### config.mk
export PLATFORM = sky130hd
export DESIGN_NAME = sba_front
export DESIGN_NICKNAME = d
export VERILOG_FILES = /design/src/hw/rtl/sba_pkg.sv /design/src/hw/rtl/sba_front.sv
export SDC_FILE = /design/constraint.sdc
export NUM_CORES = 1
export LEC_CHECK = 0
export BUFFER_PORTS_ARGS = -buffer_cell sky130_fd_sc_hd__buf_2
export CAP_MARGIN = 30
export CORE_MARGIN = 5
export CORE_UTILIZATION = 37
export DETAILED_ROUTE_END_ITERATION = 7
export PLACE_DENSITY = 0.85
export SLEW_MARGIN = 15
export SYNTH_ARGS = -nofsm -noshare
export SYNTH_HDL_FRONTEND = slang
export SYNTH_SLANG_ARGS = --single-unit
### constraint.sdc
create_clock -name vclk -period 1.6
set_clock_uncertainty 0.05 [all_clocks]
set_input_delay 0.08 -clock vclk [all_inputs]
set_output_delay 0.08 -clock vclk [all_outputs]
set_load 0.005 [all_outputs]
### src/hw/rtl/sba_pkg.sv
package sba_pkg;

  // Field widths
  localparam int IDX_W   = 11;
  localparam int MAG_W   = 15;
  localparam int BAND_W  = 4;
  localparam int SUM_W   = 23;
  localparam int AVG_W   = 16;

  // Band layout
  localparam int NUM_BANDS = 12;
  localparam logic [IDX_W-1:0]  FIRST_BIN = 11'd6;
  localparam logic [IDX_W-1:0]  END_BIN   = 11'd513;
  localparam logic [BAND_W-1:0] LAST_BAND = 4'd11;

  localparam logic [SUM_W-1:0] SUM_MAX = 23'h7FFFFF;
  localparam logic [AVG_W-1:0] AVG_MAX = 16'hFFFF;

  // Lower bin edge of each band
  localparam logic [IDX_W-1:0] BAND_LO [NUM_BANDS] = '{
    11'd6, 11'd8, 11'd11, 11'd16, 11'd24, 11'd35,
    11'd51, 11'd75, 11'd110, 11'd161, 11'd237, 11'd349
  };

  // Reciprocals ceil(2^31 / d) for divisors 2, 3, 5, 8, 11, 16, 24, 35, 51, 76, 112, 163.
  // With a 23-bit sum the error term stays below 2^8, so floor(sum * r >> 31) is exact.
  localparam int RECIP_W     = 31;
  localparam int RECIP_SHIFT = 31;
  localparam int PROD_W      = SUM_W + RECIP_W;
  localparam logic [RECIP_W-1:0] BAND_RECIP [NUM_BANDS] = '{
    31'd1073741824, 31'd715827883, 31'd429496730, 31'd268435456,
    31'd195225787,  31'd134217728, 31'd89478486,  31'd61356676,
    31'd42107523,   31'd28256364,  31'd19173962,  31'd13174747
  };

  // One classified item queued between front and back
  typedef struct packed {
    logic              hit;
    logic [BAND_W-1:0] band;
    logic [MAG_W-1:0]  mag;
    logic              frame_end;
  } entry_t;

  // Back-end status for observation
  typedef struct packed {
    logic              busy;
    logic [BAND_W-1:0] emit_idx;
  } back_status_t;

endpackage

### src/hw/rtl/sba_front.sv
module sba_front (
  input  logic [sba_pkg::IDX_W-1:0] bin_index,
  input  logic [sba_pkg::MAG_W-1:0] magnitude,
  input  logic                      frame_end,
  input  logic                      item_valid,
  output logic                      item_stall,
  input  logic                      q_full,
  output logic                      push,
  output sba_pkg::entry_t           entry
);

  logic                         hit;
  logic [sba_pkg::BAND_W-1:0]   band_sel;

  // Find the band: the highest lower edge not above the index
  always_comb begin
    hit      = (bin_index >= sba_pkg::FIRST_BIN) && (bin_index < sba_pkg::END_BIN);
    band_sel = '0;
    for (int b = 1; b < sba_pkg::NUM_BANDS; b++) begin
      if (bin_index >= sba_pkg::BAND_LO[b]) begin
        band_sel = sba_pkg::BAND_W'(b);
      end
    end
  end

  // Drop items that neither add nor close a frame
  always_comb begin
    entry.hit       = hit;
    entry.band      = hit ? band_sel : '0;
    entry.mag       = magnitude;
    entry.frame_end = frame_end;
    item_stall      = q_full;
    push            = item_valid && !q_full && (hit || frame_end);
  end

endmodule

== After elaboration in Yosys (flattened, before gate mapping) ==
Cells that the tools add are included.

* Order comparisons: 13
* Reduce and logical (&&, ||, !) cells: 5
* Multiplexer cells: 12

{| class="wikitable"
|+ Operator list
! cell !! count
|-
| 4-bit two-way mux || 11
|-
| 11-bit by 4-bit >= comparator with 1-bit output, second input constant || 2
|-
| 11-bit by 5-bit >= comparator with 1-bit output, second input constant || 2
|-
| 11-bit by 6-bit >= comparator with 1-bit output, second input constant || 2
|-
| 11-bit by 7-bit >= comparator with 1-bit output, second input constant || 2
|-
| 11-bit by 8-bit >= comparator with 1-bit output, second input constant || 2
|-
| 11-bit by 3-bit >= comparator with 1-bit output, second input constant || 1
|-
| 11-bit by 9-bit >= comparator with 1-bit output, second input constant || 1
|-
| 11-bit by 10-bit less-than comparator with 1-bit output, second input constant || 1
|-
| 1-bit logical AND || 3
|-
| 1-bit zero test || 1
|-
| 1-bit logical OR || 1
|-
| 1-bit two-way mux || 1
|}

* Word-level logic and storage cells: 30
* Input port bits: 29
* Bits in registers: 0

== Longest topological paths before layout ==
Gate-level depths: netlist of the first run.

* Depth in word-level cells: 13
* Depth in mapped cells: 7
* Gate-level depth less buffers: 6

== Worst setup path before layout of the first run ==
OpenSTA, ideal clock, no wires.

* Path type: input-to-output
* From: input bin_index[3] in the netlist's numbering
* To: output push
* Path slack: 0.341 ns
* Stages on the path: 7
* Buffers on the path: 1
* Data required time: 1.470 ns
* Data arrival time: 1.129 ns
* Path through: buf_6 nor3_4 nor4b_4 a21boi_2 a21oi_2 inv_2 o211a_1

* Word-level cells in the longest chain between the ends: 4
* Elaborated cells between the ends (all ways): 5
* Those cells by class: order compare: 2; reduce/logical: 3

{| class="wikitable"
|+ RTL lines
! item !! RTL line !! text
|-
| from (decl) || sba_front.sv:2 || <nowiki>input logic [sba_pkg::IDX_W-1:0] bin_index,</nowiki>
|-
| 11-bit by 3-bit >= comparator with 1-bit output / 11-bit by 10-bit less-than comparator with 1-bit output (equally long branches) || sba_front.sv:17 || <nowiki>hit = (bin_index >= sba_pkg::FIRST_BIN) && (bin_index < sba_pkg::END_BIN);</nowiki>
|-
| 1-bit logical AND * || sba_front.sv:17 ||
|-
| named net hit || sba_front.sv:12 || <nowiki>logic hit;</nowiki>
|-
| 1-bit logical OR * || sba_front.sv:33 || <nowiki>push = item_valid && !q_full && (hit || frame_end);</nowiki>
|-
| 1-bit logical AND * || sba_front.sv:33 ||
|-
| to (decl) || sba_front.sv:8 || <nowiki>output logic push,</nowiki>
|}

The timed path passes the listed nets; every way through them passes the cells marked *.

==> qor.csv, run 1 <==
metric,value,unit
largest net degree at the start of global routing,13,
Initial Util,0.389,
DRC,0,
placer congestion estimate,0.824,
type of the worst setup path,in2out,
CP endpoint kind,primary output,
Initial DRT Pass Iterations,4,
initial drt markers,7,
port buffer count,22,
post-route setup TNS,0,ps
post-layout min period,1500,ps
first-pass GRT wire length,1.83,mm
crit start category,primary input,
RSZ-0062 raised after global routing,false,
Rel. slew slack,0.788,
Power Total,0.000112,W
Slew Limit Fails,0,
max-cap violations,0,
share of the synthesized area in the top cell type,0.271,
top post-synthesis cells by area,"buf_4, nor4b_4, o211a_1",
hpwl dp,988,microns
commonest cells in the synthesized netlist,"buf_4, nor2_1, nand2_1",
vias,490,
Wirelength per Cell,14.2,microns
Post-Synthesis Cells,68,
# diodes,0,
"Cell Area, Synth",499,sq um
crit share post-route,0.935,
GRT overflow,0,
# resized after CTS,0,
status,"complete, no violations",
design area,499,sq um
Fillers,138,
PwrDens,225,nW/um^2
area of the multi-input gates,340,sq um
die height,46.7,microns
synth warn,0,
Worst EP arrival,1370,ps
drt total wl,1.22,mm
synthesized area per cell,7.34,sq um
Reg area,0,sq um
Die Wd,46.7,microns
post-CTS setup buffer count,0,
Post-Syn Nets,97,
Layout area overhead,0,%
Global Route Usage Sum,0.106,
IO Pins,52,
# rows,13,
most frequent cell after synthesis,buf_4,
Worst Tran Pin Value,314,ps
Seq cells,0,
Final Hold Viols,0,
worst vdd ir,0.0865,mV
fin nets,102,
initial antenna violation count,0,
Post-DP Area,489,sq um
number of clock buffers in the layout,0,
Yosys cell types,35,
core box area,1280,sq um
# setup viols final,0,
die area,2180,sq um
Hold WC Path Type,in2out,
DR vias/cell,5.70,
CP required,1470,ps
fmax,0.668,GHz
post-synth top area cell,buf_4,
cts hold-fix bufs,0,
share of cells above drive strength 1,0.493,
register area share after synthesis,0,
number of global-route vias before repair,432,
remaining antenna violation count,0,
crit path max fanout,3,
cell leakage power,0.234,nW
power by group:
| part | switching [W] | total, W | leakage, nW | internal [W] |
|---|---|---|---|---|
| combinational | 0.0000617 | 0.000112 | 0.234 | 0.0000507 |
| sequential | 0 | 0 | 0 | 0 |
| clock | 0 | 0 | 0 | 0 |
| total | 0.0000617 | 0.000112 | 0.234 | 0.0000507 |
logic make-up after synthesis:
| family | synth area share |
|---|---|
| buffers and inverters | 0.338 |
| AO/OA/AOI/OAI | 0.276 |
| AND/OR/NAND/NOR | 0.366 |
| multiplexers | 0.0201 |
metrics by stage:
stage	setup slack (ps)	utilization	cells	hold WS [ps]
finish	103	0.389	86	110
global route	4.61	0.389	86	110
CTS	91.8	0.381	86	110
detailed placement	104	0.381	86	110
global placement	74.9	0.381	86	110
floorplan	341	-	68	191
per-layer routing:
layer,GRT usage,up-vias,part of all wire
met4,0,0,0
met3,0.0115,0,0.15
met5,0,-,0
li1,-,239,-
met2,0.206,32,0.47
met1,0.132,219,0.39
final cells by class:
| type | instances | share of cell area |
|---|---|---|
| repair buffers | 25 | 0.266 |
| inverters | 2 | 0.0150 |
| multi-input cells | 44 | 0.682 |
| well taps | 15 | 0.0376 |
worst max-delay path, cell delays in order:
cell      delay [ps]
buf_2            120
or4_4            550
nor3b_2          190
a221oi_1         100
nand3_1          100
a31oi_1           80
buf_2            130
final timing paths:
check	from	endpoint	slack, ps	depth (start not counted)
worst max-delay path	bin_index[10]	entry[16]	100	7
worst min-delay path	magnitude[0]	entry[1]	110	0
layout by cell type (no fill, tap or decap), drive strengths merged, types with 2 or more instances in the layout:
cell / Yosys / final
buf: 22 / 25
nor2: 5 / 5
nand2: 4 / 4
nor3: 4 / 4
a31oi: 3 / 3
a21oi: 3 / 3
o211a: 2 / 2
nand3: 2 / 2
nor4b: 2 / 2
a21boi: 2 / 2
inv: 2 / 2
nor3b: 2 / 2
No activity file was read; power rests on OpenSTA's default activity.
==> run 2, diff against run 1 <==
GPL_TIMING_DRIVEN = 0   (was unset)
==> qor.csv, run 2 (synthesis gave the netlist of run 1 again) <==
metric,value,unit,change
design area,749,sq um,was 499 sq um
crit start category,primary input,,unchanged
Final WS setup,72.5,ps,was 103 ps
number of global-route vias before repair,469,,was 432
hpwl dp,1.21,mm,was 988 microns
Hold WC Path Type,in2out,,unchanged
cts hold-fix bufs,0,,unchanged
"commonest non-fill, non-tap cell in the layout",buf_2,,unchanged
worst vdd ir,0.109,mV,was 0.0865 mV
remaining antenna violation count,0,,unchanged
Place WS,69.2,ps,was 104 ps
vias,610,,was 490
Slew Limit Fails,0,,unchanged
drt total wl,1.44,mm,was 1.22 mm
status,"complete, no violations",,unchanged
Die Wd,46.7,microns,unchanged
die height,46.7,microns,unchanged
Layout area overhead,50.1,%,was 0%
Global Route Usage Sum,0.118,,was 0.106
area of the multi-input gates,348,sq um,was 340 sq um
first-pass GRT wire length,1.99,mm,was 1.83 mm
CP required,1470,ps,about the same
initial drt markers,20,,was 7
Fillers,113,,was 138
# rows,13,,unchanged
RSZ-0062 raised after global routing,true,,was false
Final Hold Viols,0,,unchanged
GRT overflow,0,,unchanged
port buffer count,36,,was 22
IO Pins,52,,unchanged
WL met1,530,microns,was 473 microns
share of cells above drive strength 1,0.660,,was 0.493
fmax,0.655,GHz,was 0.668 GHz
Initial DRT Pass Iterations,4,,unchanged
DRC,0,,unchanged
placer congestion estimate,0.852,,was 0.824
Seq cells,0,,unchanged
post-layout min period,1530,ps,was 1500 ps
DR vias/cell,5.04,,was 5.70
cell leakage power,0.397,nW,was 0.234 nW
max-cap violations,0,,unchanged
routed length on met3,206,microns,was 178 microns
Worst EP arrival,1400,ps,was 1370 ps
largest net degree at the start of global routing,11,,was 13
DR top layer,met3,,unchanged
fin nets,137,,was 102
type of the worst setup path,in2out,,unchanged
Post-DP Area,698,sq um,was 489 sq um
metal2 WL,699,microns,was 572 microns
core box area,1280,sq um,unchanged
Initial Util,0.389,,unchanged
crit path max fanout,4,,was 3
Rel. slew slack,0.767,,was 0.788
crit share post-route,0.955,,was 0.935
# diodes,0,,unchanged
Wirelength per Cell,11.9,microns,was 14.2 microns
initial antenna violation count,0,,unchanged
number of clock buffers in the layout,0,,unchanged
CP endpoint kind,primary output,,unchanged
# setup viols final,0,,unchanged
Reg area,0,sq um,unchanged
PwrDens,231,nW/um^2,was 225 nW/um^2
Worst Tran Pin Value,349,ps,was 314 ps
die area,2180,sq um,unchanged
most frequent cells in the layout,"buf_2, buf_4, nor2_1",,"was buf_2, nor2_1, nand2_1"
[run 2: changes by cell type in the layout (fill, tap and decap cells not counted)]
| cell | change |
|---|---|
| a21oi_4 | +1 |
| buf_12 | +1 |
| a21oi_2 | -1 |
| buf_2 | +16 |
| buf_8 | +1 |
| buf_4 | +17 |
[run 2: critical path, cell delays in order]
cell	delay, ps
buf_8	100
nor3_4	170
nor4b_4	340
a21boi_2	120
a21oi_4	180
inv_2	60
o211a_1	220
buf_2	120
[run 2: per-stage QoR]
stage / total power [W] / cells / setup TNS (ps) / hold WS, ps / utilization
final: 0.000173 / 121 / 0 / 276 / 0.583
after global routing: 0.000191 / 121 / -55.7 / 282 / 0.583
after detailed placement: 0.000162 / 119 / 0 / 278 / 0.543
after global placement: 0.000158 / 119 / 0 / 278 / 0.543
after floorplan: 0.0000963 / 68 / 0 / 191 / -
after CTS: 0.000163 / 119 / 0 / 278 / 0.543
[run 2: area by class of cell]
class / instances / share of cell area
multi-input cells: 44 / 0.464
well taps: 15 / 0.0250
inverters: 2 / 0.0100
plain buffers: 22 / 0.227
repair buffers: 38 / 0.274
[run 2: per-layer routing]
metal / GRT usage / vias up
li1: - / 311
met5: 0 / -
met1: 0.145 / 263
met4: 0 / 0
met3: 0.0153 / 0
met2: 0.231 / 36
[run 2: path summary, 6_finish.rpt]
path | endpoint | slack, ps | cells after the start | start
setup / recovery | push | 70 | 8 | bin_index[6]
hold / removal | entry[2] | 280 | 2 | magnitude[1]
[run 2: where the power goes]
group | leakage, nW | internal, W | total [W] | switching [W]
Clock | 0 | 0 | 0 | 0
Combinational | 0.397 | 0.0000978 | 0.000173 | 0.0000753
Sequential | 0 | 0 | 0 | 0
Total | 0.397 | 0.0000978 | 0.000173 | 0.0000753
[run 2: repair_timing]
action                                  CTS  global route
gates resized for setup                   0             8
setup buffers                             0             2
endpoints found under the setup margin    0             3
