===== config.mk =====
export PLATFORM = sky130hd
export DESIGN_NAME = sba_queue
export DESIGN_NICKNAME = d
export VERILOG_FILES = /design/src/hw/rtl/sba_pkg.sv /design/src/hw/rtl/sba_queue.sv
export SDC_FILE = /design/constraint.sdc
export NUM_CORES = 1
export LEC_CHECK = 0
export BUFFER_PORTS_ARGS = -buffer_cell sky130_fd_sc_hd__buf_2
export CELL_PAD_IN_SITES_DETAIL_PLACEMENT = 1
export CELL_PAD_IN_SITES_GLOBAL_PLACEMENT = 2
export CORE_MARGIN = 8
export CORE_UTILIZATION = 43
export CTS_BUF_LIST = sky130_fd_sc_hd__clkbuf_8 sky130_fd_sc_hd__clkbuf_16
export CTS_CLUSTER_DIAMETER = 150
export DETAILED_ROUTE_END_ITERATION = 16
export PLACE_DENSITY_LB_ADDON = 0.1
export SYNTH_ARGS = -nofsm -noshare
export SYNTH_HDL_FRONTEND = slang
export SYNTH_SLANG_ARGS = --single-unit

===== constraint.sdc =====
create_clock -name clk -period 2.74 [get_ports clk]
set_input_delay 0.548 -clock clk [delete_from_list [all_inputs] [get_ports clk]]
set_output_delay 0.548 -clock clk [all_outputs]
set_load 0.005 [all_outputs]

===== src/hw/rtl/sba_pkg.sv =====
package sba_pkg;

  // Field widths
  localparam int IDX_W   = 11;
  localparam int MAG_W   = 15;
  localparam int BAND_W  = 4;
  localparam int SUM_W   = 23;
  localparam int AVG_W   = 16;

  // Band layout
  localparam int NUM_BANDS = 12;
  localparam logic [IDX_W-1:0]  FIRST_BIN = 11'd6;
  localparam logic [IDX_W-1:0]  END_BIN   = 11'd513;
  localparam logic [BAND_W-1:0] LAST_BAND = 4'd11;

  localparam logic [SUM_W-1:0] SUM_MAX = 23'h7FFFFF;
  localparam logic [AVG_W-1:0] AVG_MAX = 16'hFFFF;

  // Lower bin edge of each band
  localparam logic [IDX_W-1:0] BAND_LO [NUM_BANDS] = '{
    11'd6, 11'd8, 11'd11, 11'd16, 11'd24, 11'd35,
    11'd51, 11'd75, 11'd110, 11'd161, 11'd237, 11'd349
  };

  // Reciprocals ceil(2^31 / d) for divisors 2, 3, 5, 8, 11, 16, 24, 35, 51, 76, 112, 163.
  // With a 23-bit sum the error term stays below 2^8, so floor(sum * r >> 31) is exact.
  localparam int RECIP_W     = 31;
  localparam int RECIP_SHIFT = 31;
  localparam int PROD_W      = SUM_W + RECIP_W;
  localparam logic [RECIP_W-1:0] BAND_RECIP [NUM_BANDS] = '{
    31'd1073741824, 31'd715827883, 31'd429496730, 31'd268435456,
    31'd195225787,  31'd134217728, 31'd89478486,  31'd61356676,
    31'd42107523,   31'd28256364,  31'd19173962,  31'd13174747
  };

  // One classified item queued between front and back
  typedef struct packed {
    logic              hit;
    logic [BAND_W-1:0] band;
    logic [MAG_W-1:0]  mag;
    logic              frame_end;
  } entry_t;

  // Back-end status for observation
  typedef struct packed {
    logic              busy;
    logic [BAND_W-1:0] emit_idx;
  } back_status_t;

endpackage


===== src/hw/rtl/sba_queue.sv =====
module sba_queue #(
  parameter int DEPTH = 4
) (
  input  logic                           clk,
  input  logic                           rst,
  input  logic                           push,
  input  sba_pkg::entry_t                wdata,
  output logic                           full,
  input  logic                           pop,
  output logic                           valid,
  output sba_pkg::entry_t                rdata,
  output logic [$clog2(DEPTH+1)-1:0]     count
);

  localparam int PTR_W = (DEPTH > 1) ? $clog2(DEPTH) : 1;
  localparam int CNT_W = $clog2(DEPTH+1);
  localparam logic [PTR_W-1:0] PTR_LAST = PTR_W'(DEPTH - 1);
  localparam logic [CNT_W-1:0] CNT_FULL = CNT_W'(DEPTH);

  sba_pkg::entry_t  slots [DEPTH];
  logic [PTR_W-1:0] wr_ptr;
  logic [PTR_W-1:0] rd_ptr;
  logic             do_push;
  logic             do_pop;

  assign full    = (count == CNT_FULL);
  assign valid   = (count != '0);
  assign rdata   = slots[rd_ptr];
  assign do_push = push && !full;
  assign do_pop  = pop && valid;

  // Advance pointers and occupancy
  always_ff @(posedge clk) begin
    if (rst) begin
      wr_ptr <= '0;
      rd_ptr <= '0;
      count  <= '0;
    end else begin
      if (do_push) begin
        wr_ptr <= (wr_ptr == PTR_LAST) ? '0 : wr_ptr + 1'b1;
      end
      if (do_pop) begin
        rd_ptr <= (rd_ptr == PTR_LAST) ? '0 : rd_ptr + 1'b1;
      end
      if (do_push && !do_pop) begin
        count <= count + 1'b1;
      end else if (do_pop && !do_push) begin
        count <= count - 1'b1;
      end
    end
  end

  // Store the item
  always_ff @(posedge clk) begin
    if (do_push) begin
      slots[wr_ptr] <= wdata;
    end
  end

endmodule


* After elaboration in Yosys (flattened, before gate mapping)
Memories as Yosys holds them, arrays and structs flattened. A register that Yosys moved wholly into a read port is not among the register bits.
Index checks and enable logic that the tools add are counted.
** Storage, ports and cells
- Register bits after elaboration :: 7
- Bits in writable memories :: 84
- Input bits :: 25
- Output and inout bits :: 26
- Word-level logic and storage cells :: 28
- Memories kept :: 1
** Memories
- slots :: words 4, bits a word 21, rd ports 1, clocked after memory_dff 1, wr ports 1, line sba_queue.sv:20 : sba_pkg::entry_t slots [DEPTH];
** Operators by class
- Add/subtract/negate cells :: 4
- Eq/ne operators :: 3
- Mux-type cells :: 8
- Reductions and logical operators :: 9
** Operator list (count)
- $mux W2 :: 4
- $mux W3 :: 2
- $add A2 B1 Y2 const B :: 2
- $eq A2 B2 Y1 const B :: 2
- $logic_and A1 B1 Y1 :: 4
- $add A3 B1 Y3 const B :: 1
- $eq A3 B3 Y1 const B :: 1
- $logic_not A1 Y1 :: 3
- $reduce_bool A3 Y1 :: 1
- $sub A3 B1 Y3 const B :: 1
- $mux W1 :: 2
- $reduce_bool A2 Y1 :: 1

* Logic depth before layout (Yosys ltp)
Gate-level depths: netlist (run 1).
- Word-level depth :: 7
- Mapped depth :: 10
- Depth with buffers taken out :: 9

* Worst setup path before layout (run 1)
No wires, ideal clock.
- Kind :: flip-flop to flip-flop
- Start :: reg count[0]
- End :: reg count[2]
- Setup time :: 0.070 ns
- Data arrival time :: 2.026 ns
- Required time :: 2.670 ns
- Slack :: 0.644 ns
- Stages on the path, launching flop included :: 11
- Buffers on the path :: 1
- Period minus slack after synthesis :: 2.096 ns
- Cell sequence :: dfxtp_1 -> or3b_1 -> buf_6 -> clkinv_4 -> nor2_2 -> ha_1 -> inv_1 -> fa_1 -> xor2_1 -> or3_1 -> a21oi_1
** Between the ends
- Word-level cells in the longest chain between the ends :: 6
- Elaborated cells on any way between the ends :: 14
- Classes of those cells :: add/sub: 2; eq/ne: 1; mux: 2; reduce/logical: 9
** RTL lines
- start: declaration :: line sba_queue.sv:12 : output logic [$clog2(DEPTH+1)-1:0] count
- start signal: assignment :: line sba_queue.sv:46 : count <= count + 1'b1;
- start signal: assignment :: line sba_queue.sv:48 : count <= count - 1'b1;
- $eq A3 B3 Y1 * :: line sba_queue.sv:26 : assign full = (count == CNT_FULL);
- net full :: line sba_queue.sv:8 : output logic full,
- $logic_not A1 Y1 * :: line sba_queue.sv:29 : assign do_push = push && !full;
- $logic_and A1 B1 Y1 * :: line sba_queue.sv:29
- net do_push :: line sba_queue.sv:23 : logic do_push;
- $logic_not A1 Y1 :: line sba_queue.sv:47 : end else if (do_pop && !do_push) begin
- $logic_and A1 B1 Y1 :: line sba_queue.sv:47
- $reduce_bool A2 Y1 (no source line)
Mark *: on every way through the listed nets, which the timed path passes. The rest lies on a longest branch. The select of a mux whose other input is x is not followed.
A chain may end at the register's enable or synchronous reset.

==> results of run 1 <==
state kept, by name, summed over array words and instances (netlist names), named ones only:
register	count
slots	84
count	3
rd_ptr	2
wr_ptr	2
path summary, 6_finish.rpt:
| kind | start | end | slack, ps | cells past startpoint |
|---|---|---|---|---|
| max | flop | rdata[11] | 360 | 3 |
| min | wdata[6] | slots[2][6] | 410 | 1 |
| max reg2reg | count[0] | count[2] | 410 | 9 |
| min reg2reg | rd_ptr[0] | flop | 540 | 2 |
cell usage after synthesis:
library cell  instances  area share, %
fa_1                  1           0.57
o31ai_2               2           0.71
nand3_1               2           0.28
edfxtp_1             84             72
dfxtp_1               9            5.1
clkbuf_1              3           0.32
nand2_1               1           0.11
clkinv_4              1           0.25
nor3_1                1           0.14
xor2_1                2           0.50
mux4_2               21             13
and3_1                4           0.71
mux2i_1               2           0.57
nor2_1                3           0.32
inv_1                 3           0.32
buf_6                 1           0.32
or3b_1                1           0.25
ha_1                  6            2.1
or3_1                 3           0.53
o21ai_0               1           0.14
o21ai_1               1           0.14
buf_4                 2           0.43
bufinv_8              1           0.50
nor2_2                1           0.18
a21oi_1               3           0.43
worst max-delay path: stages, from the launching register on:
cell,delay (ps)
dfxtp_2,610
buf_12,220
mux4_2,520
buf_2,150
area by class of cell:
type	instances	area (sq um)	share of cell area, %
Tap cell	105	131	3.19
Timing Repair Buffer	52	278	6.75
Multi-Input combinational cell	55	744	18.1
Clock inverter	7	98.8	2.40
Clock buffer	9	124	3.01
Inverter	5	37.5	0.912
Sequential cell	93	2700	65.7
logic make-up (layout without fill, tap and decap cells):
kind of cell    after synthesis  after routing
buf+inv                      11             73
compound gates                7              7
flops                        93             93
simple gates                 16             16
xor+xnor                      2              2
fa+ha+maj                     7              7
mux                          23             23
stage by stage:
step	power, W	utilization (%)	hold slack (ps)	worst slack [ps]	cell area, sq um
after global placement	0.00261	48.1	464	486	3890
after floorplan	0.00232	-	463	644	3520
after global routing	0.00375	50.9	393	223	4120
after CTS	0.00364	50.9	395	283	4120
after detailed placement	0.00265	48.1	521	416	3890
final	0.00357	50.9	414	360	4120
routing by layer:
layer | vias to the layer above | track usage [%] | wire (microns)
met5 | - | 0 | 0
met4 | 0 | 5.13 | 102
met3 | 10 | 3.33 | 283
met2 | 34 | 20.9 | 3440
met1 | 865 | 13.6 | 2690
li1 | 759 | - | -
power breakdown:
group | internal [W] | switching (W) | total [W]
clock network | 0.000518 | 0.000468 | 0.000986
logic | 0.000409 | 0.000346 | 0.000755
registers | 0.00172 | 0.000109 | 0.00183
total | 0.00265 | 0.000923 | 0.00357
==> results.sh, run 1 <==
export IMPL_core_area_sq_um=8090
export IMPL_max_cap_violations=0
export IMPL_critPathKind="reg -> out"
export IMPL_dp_hpwl_microns=4230
export IMPL_vdd_drop_max_v=0.000367
export IMPL_layout_common_cells="edfxtp_1 (84), buf_2 (50), mux4_2 (21)"
export IMPL_rsz0062_at_grt="false"
export IMPL_synth_cell_types=25
export IMPL_synth_area_mux_share_pct=14.0
export IMPL_clockBufferDepth=2
export IMPL_crit_fanout=11
export IMPL_ys_seq_elements=93
export IMPL_n_fill_cell=759
export IMPL_drive_above_1_share_pct=43.0
export IMPL_htreeDepth=3
export IMPL_cts_buffers_inserted=9
export IMPL_die_y_microns=107
export IMPL_grt_ovfl_total=0
export IMPL_start_util_pct=43.5
export IMPL_synth_top_family_by_area="multiplexers"
export IMPL_avgSynthCellArea_sq_um=22.2
export IMPL_final_common_cell="edfxtp_1"
export IMPL_hold_viol_final=0
export IMPL_hold_buffers=0
export IMPL_route_detailed_drc=0
export IMPL_slew_limit_headroom_pct=18.8
export IMPL_grt_pass1_vias=1979
export IMPL_gp_congestion=0.746
export IMPL_cts_clk_slew_worst_paths_ps=90
export IMPL_syn_cell_area_sq_um=3520
export IMPL_synth_simple_area_share_pct=2.52
export IMPL_clkLatencyLatePin_ps=350
export IMPL_drt_iter0_markers=48
export IMPL_p_leak_nw=1.44
export IMPL_synth_cells=159
export IMPL_crit_arrival_ps=1830
export IMPL_die_x_microns=107
export IMPL_endpoint_kind="output pin"
export IMPL_area_delta_synth_final_pct=16.9
export IMPL_antenna_left=0
export IMPL_drt_total_wl_microns=6510
export IMPL_final_nets=248
export IMPL_worst_hold_path_type="in -> reg"
export IMPL_io_pins=51
export IMPL_synthAdderAreaFrac_pct=2.70
export IMPL_power_density_nw_per_um2=868
export IMPL_io_buffers=50
export IMPL_post_route_period_util_pct=86.9
export IMPL_ys_warn_count=0
export IMPL_fin_skew_ps=7.63
export IMPL_synth_compound_area_share_pct=1.42
export IMPL_tns_ps=0
export IMPL_num_rows=33
export IMPL_worstPathRequired_ps=2190
export IMPL_cts_resized=0
export IMPL_syn_num_nets=191
export IMPL_slew_violations=0
export IMPL_drt_pass1_iterations=4
export IMPL_num_vias=1668
export IMPL_outcome="finished clean"
export IMPL_post_cts_buffers=0
export IMPL_vias_per_cell=5.12
export IMPL_max_freq_mhz=420
export IMPL_cp_start_kind="flop"
export IMPL_grt_pass1_wl_microns=10200
export IMPL_layout_cells_non_filler=326
export IMPL_num_antenna_cells=0
export IMPL_antenna_found_initial=0
export IMPL_finalCriticalPeriod_ps=2380
export IMPL_tightest_slew_ps=1220
export IMPL_place_inst=310
export IMPL_synth_xor_area_share_pct=0.497
export IMPL_grt_use_total_pct=12.0
export IMPL_wl_per_cell_microns=20.0
export IMPL_design_die_area_sq_um=11300
export IMPL_cts_tree="done"
export IMPL_ys_seq_area_share_pct=76.7
export IMPL_grt_max_degree=22
export IMPL_cts_root_buf="clkbuf_8"
export IMPL_setup_viol=0
export IMPL_cts_sinks=93
Note: power is estimated with default switching activity, not from simulation.
==> inputs of run 2 (changes only) <==
--- a/config.mk
+++ b/config.mk
@@ -13,7 +13,7 @@
 export CTS_BUF_LIST = sky130_fd_sc_hd__clkbuf_8 sky130_fd_sc_hd__clkbuf_16
 export CTS_CLUSTER_DIAMETER = 150
 export DETAILED_ROUTE_END_ITERATION = 16
-export PLACE_DENSITY_LB_ADDON = 0.1
+export PLACE_DENSITY = 0.82
 export SYNTH_ARGS = -nofsm -noshare
 export SYNTH_HDL_FRONTEND = slang
 export SYNTH_SLANG_ARGS = --single-unit
==> results.sh, run 2 (synthesis gave the netlist of run 1 again) <==
export IMPL_outcome="finished clean"
export IMPL_drt_iter0_markers=34
export IMPL_io_pins=51
export IMPL_tightest_slew_ps=1150
export IMPL_grt_ovfl_total=0
export IMPL_final_common_cell="edfxtp_1"
export IMPL_grt_use_total_pct=11.6
export IMPL_endpoint="rdata[2]"
export IMPL_hold_viol_final=0
export IMPL_tns_ps=0
export IMPL_crit_chain="buf_12 > mux4_2 > buf_2"
export IMPL_fin_util_pct=50.4
export IMPL_n_fill_cell=774
export IMPL_antenna_found_initial=0
export IMPL_clkLatencyLatePin_ps=350
export IMPL_placed_cell_area_sq_um=3900
export IMPL_route_detailed_drc=0
export IMPL_cp_slowest_cell="dfxtp_2"
export IMPL_grt_pass1_wl_microns=9930
export IMPL_die_x_microns=107
export IMPL_wl_met3_microns=272
export IMPL_drt_pass1_iterations=4
export IMPL_fin_area_sq_um=4080
export IMPL_cp_slowest_stage_delay_ps=590
export IMPL_top_layer_used="met4"
export IMPL_wl_per_cell_microns=19.3
export IMPL_htreeDepth=3
export IMPL_endpoint_kind="output pin"
export IMPL_wl_met2_microns=3230
export IMPL_grt_max_degree=22
export IMPL_vdd_drop_max_v=0.000379
export IMPL_num_vias=1670
export IMPL_antenna_left=0
export IMPL_drt_total_wl_microns=6320
export IMPL_layout_common_cells="edfxtp_1 (84), buf_2 (50), mux4_2 (21)"
export IMPL_max_freq_mhz=420
export IMPL_post_route_period_util_pct=86.9
export IMPL_core_area_sq_um=8090
export IMPL_worst_r2r_endpoint="count[2]"
export IMPL_drt_met1_wl_microns=2720
export IMPL_grt_pass1_vias=1887
export IMPL_hold_buffers=0
export IMPL_slew_limit_headroom_pct=23.6
export IMPL_fin_skew_ps=9.83
export IMPL_rsz0062_at_grt="false"
export IMPL_cts_root_buf="clkbuf_8"
export IMPL_slew_violations=0
export IMPL_cts_tree="done"
export IMPL_ff2ff_setup_slack_ps=430
export IMPL_vias_per_cell=5.11
export IMPL_cp_depth=3
export IMPL_gp_congestion=0.658
export IMPL_crit_fanout=12
export IMPL_drive_above_1_share_pct=42.8
export IMPL_p_leak_nw=1.42
export IMPL_cp_start_kind="flop"
export IMPL_finalCriticalPeriod_ps=2380
export IMPL_final_nets=249
export IMPL_num_antenna_cells=0
export IMPL_post_cts_buffers=0
export IMPL_r2r_cells=9
export IMPL_setup_viol=0
export IMPL_worst_hold_path_type="in -> reg"
export IMPL_num_rows=33
export IMPL_power_density_nw_per_um2=829
export IMPL_cts_resized=0
export IMPL_clockBufferDepth=2
export IMPL_critPathKind="reg -> out"
export IMPL_largest_register_ffs=84
export IMPL_crit_arrival_ps=1830
export IMPL_dp_hpwl_microns=4280
export IMPL_top_regs="slots x84, count x3"
export IMPL_critPathTopFamily="flip-flops"
export IMPL_worstPathRequired_ps=2190
export IMPL_cts_buffers_inserted=9
export IMPL_max_cap_violations=0
export IMPL_multi_input_area_sq_um=744
export IMPL_critPathBufInv=2
export IMPL_area_delta_synth_final_pct=15.8
export IMPL_cts_sinks=93
export IMPL_seqCellArea_sq_um=2700
export IMPL_start_util_pct=43.5
export IMPL_io_buffers=50
export IMPL_cts_clk_slew_worst_paths_ps=90
export IMPL_max_flop_register="slots"
export IMPL_design_die_area_sq_um=11300
export IMPL_reg2reg_from="count[0]"
export IMPL_die_y_microns=107
## run 2: cell count changes in the layout (fill, tap and decap cells not counted), sizes merged
cell,change
clkinvlp,+3
clkinv,-2
bufinv,-2
inv,+1
buf,+1
## run 2: where the power goes
group          internal, W  switching [W]  total [W]  leakage [nW]
Sequential         0.00172      0.0000980    0.00182         0.844
Combinational     0.000412       0.000355   0.000767         0.494
Clock             0.000330       0.000464   0.000794        0.0793
## run 2: area by class of cell
cell class	instances	share of cell area (%)
Multi-Input combinational cell	55	18.3
Clock inverter	7	1.26
Inverter	5	0.921
Timing Repair Buffer	53	7.00
Tap cell	105	3.22
Sequential cell	93	66.3
Clock buffer	9	3.04
## run 2: worst min-delay path by stage
stage	endpoint	cells past startpoint	from
after floorplan	flop	2	rd_ptr[0]
after global placement	flop	2	rd_ptr[0]
after detailed placement	flop	2	rd_ptr[0]
after CTS	slots[1][13]	1	wdata[13]
after global routing	slots[1][1]	1	wdata[1]
final	slots[3][8]	1	wdata[8]
## run 2: per-layer routing
layer / vias to the layer above / global-route usage (%)
met5: - / 0
met4: 0 / 4.82
met3: 11 / 3.15
met2: 40 / 19.9
met1: 856 / 13.4
li1: 763 / -
## run 2: stage by stage
| step | instances | worst slack [ps] | hold slack, ps | total power (W) |
|---|---|---|---|---|
| after floorplan | 159 | 644 | 463 | 0.00232 |
| after global placement | 311 | 481 | 478 | 0.00262 |
| after detailed placement | 311 | 399 | 492 | 0.00265 |
| after CTS | 327 | 279 | 394 | 0.00344 |
| after global routing | 327 | 232 | 398 | 0.00355 |
| final | 327 | 358 | 409 | 0.00338 |
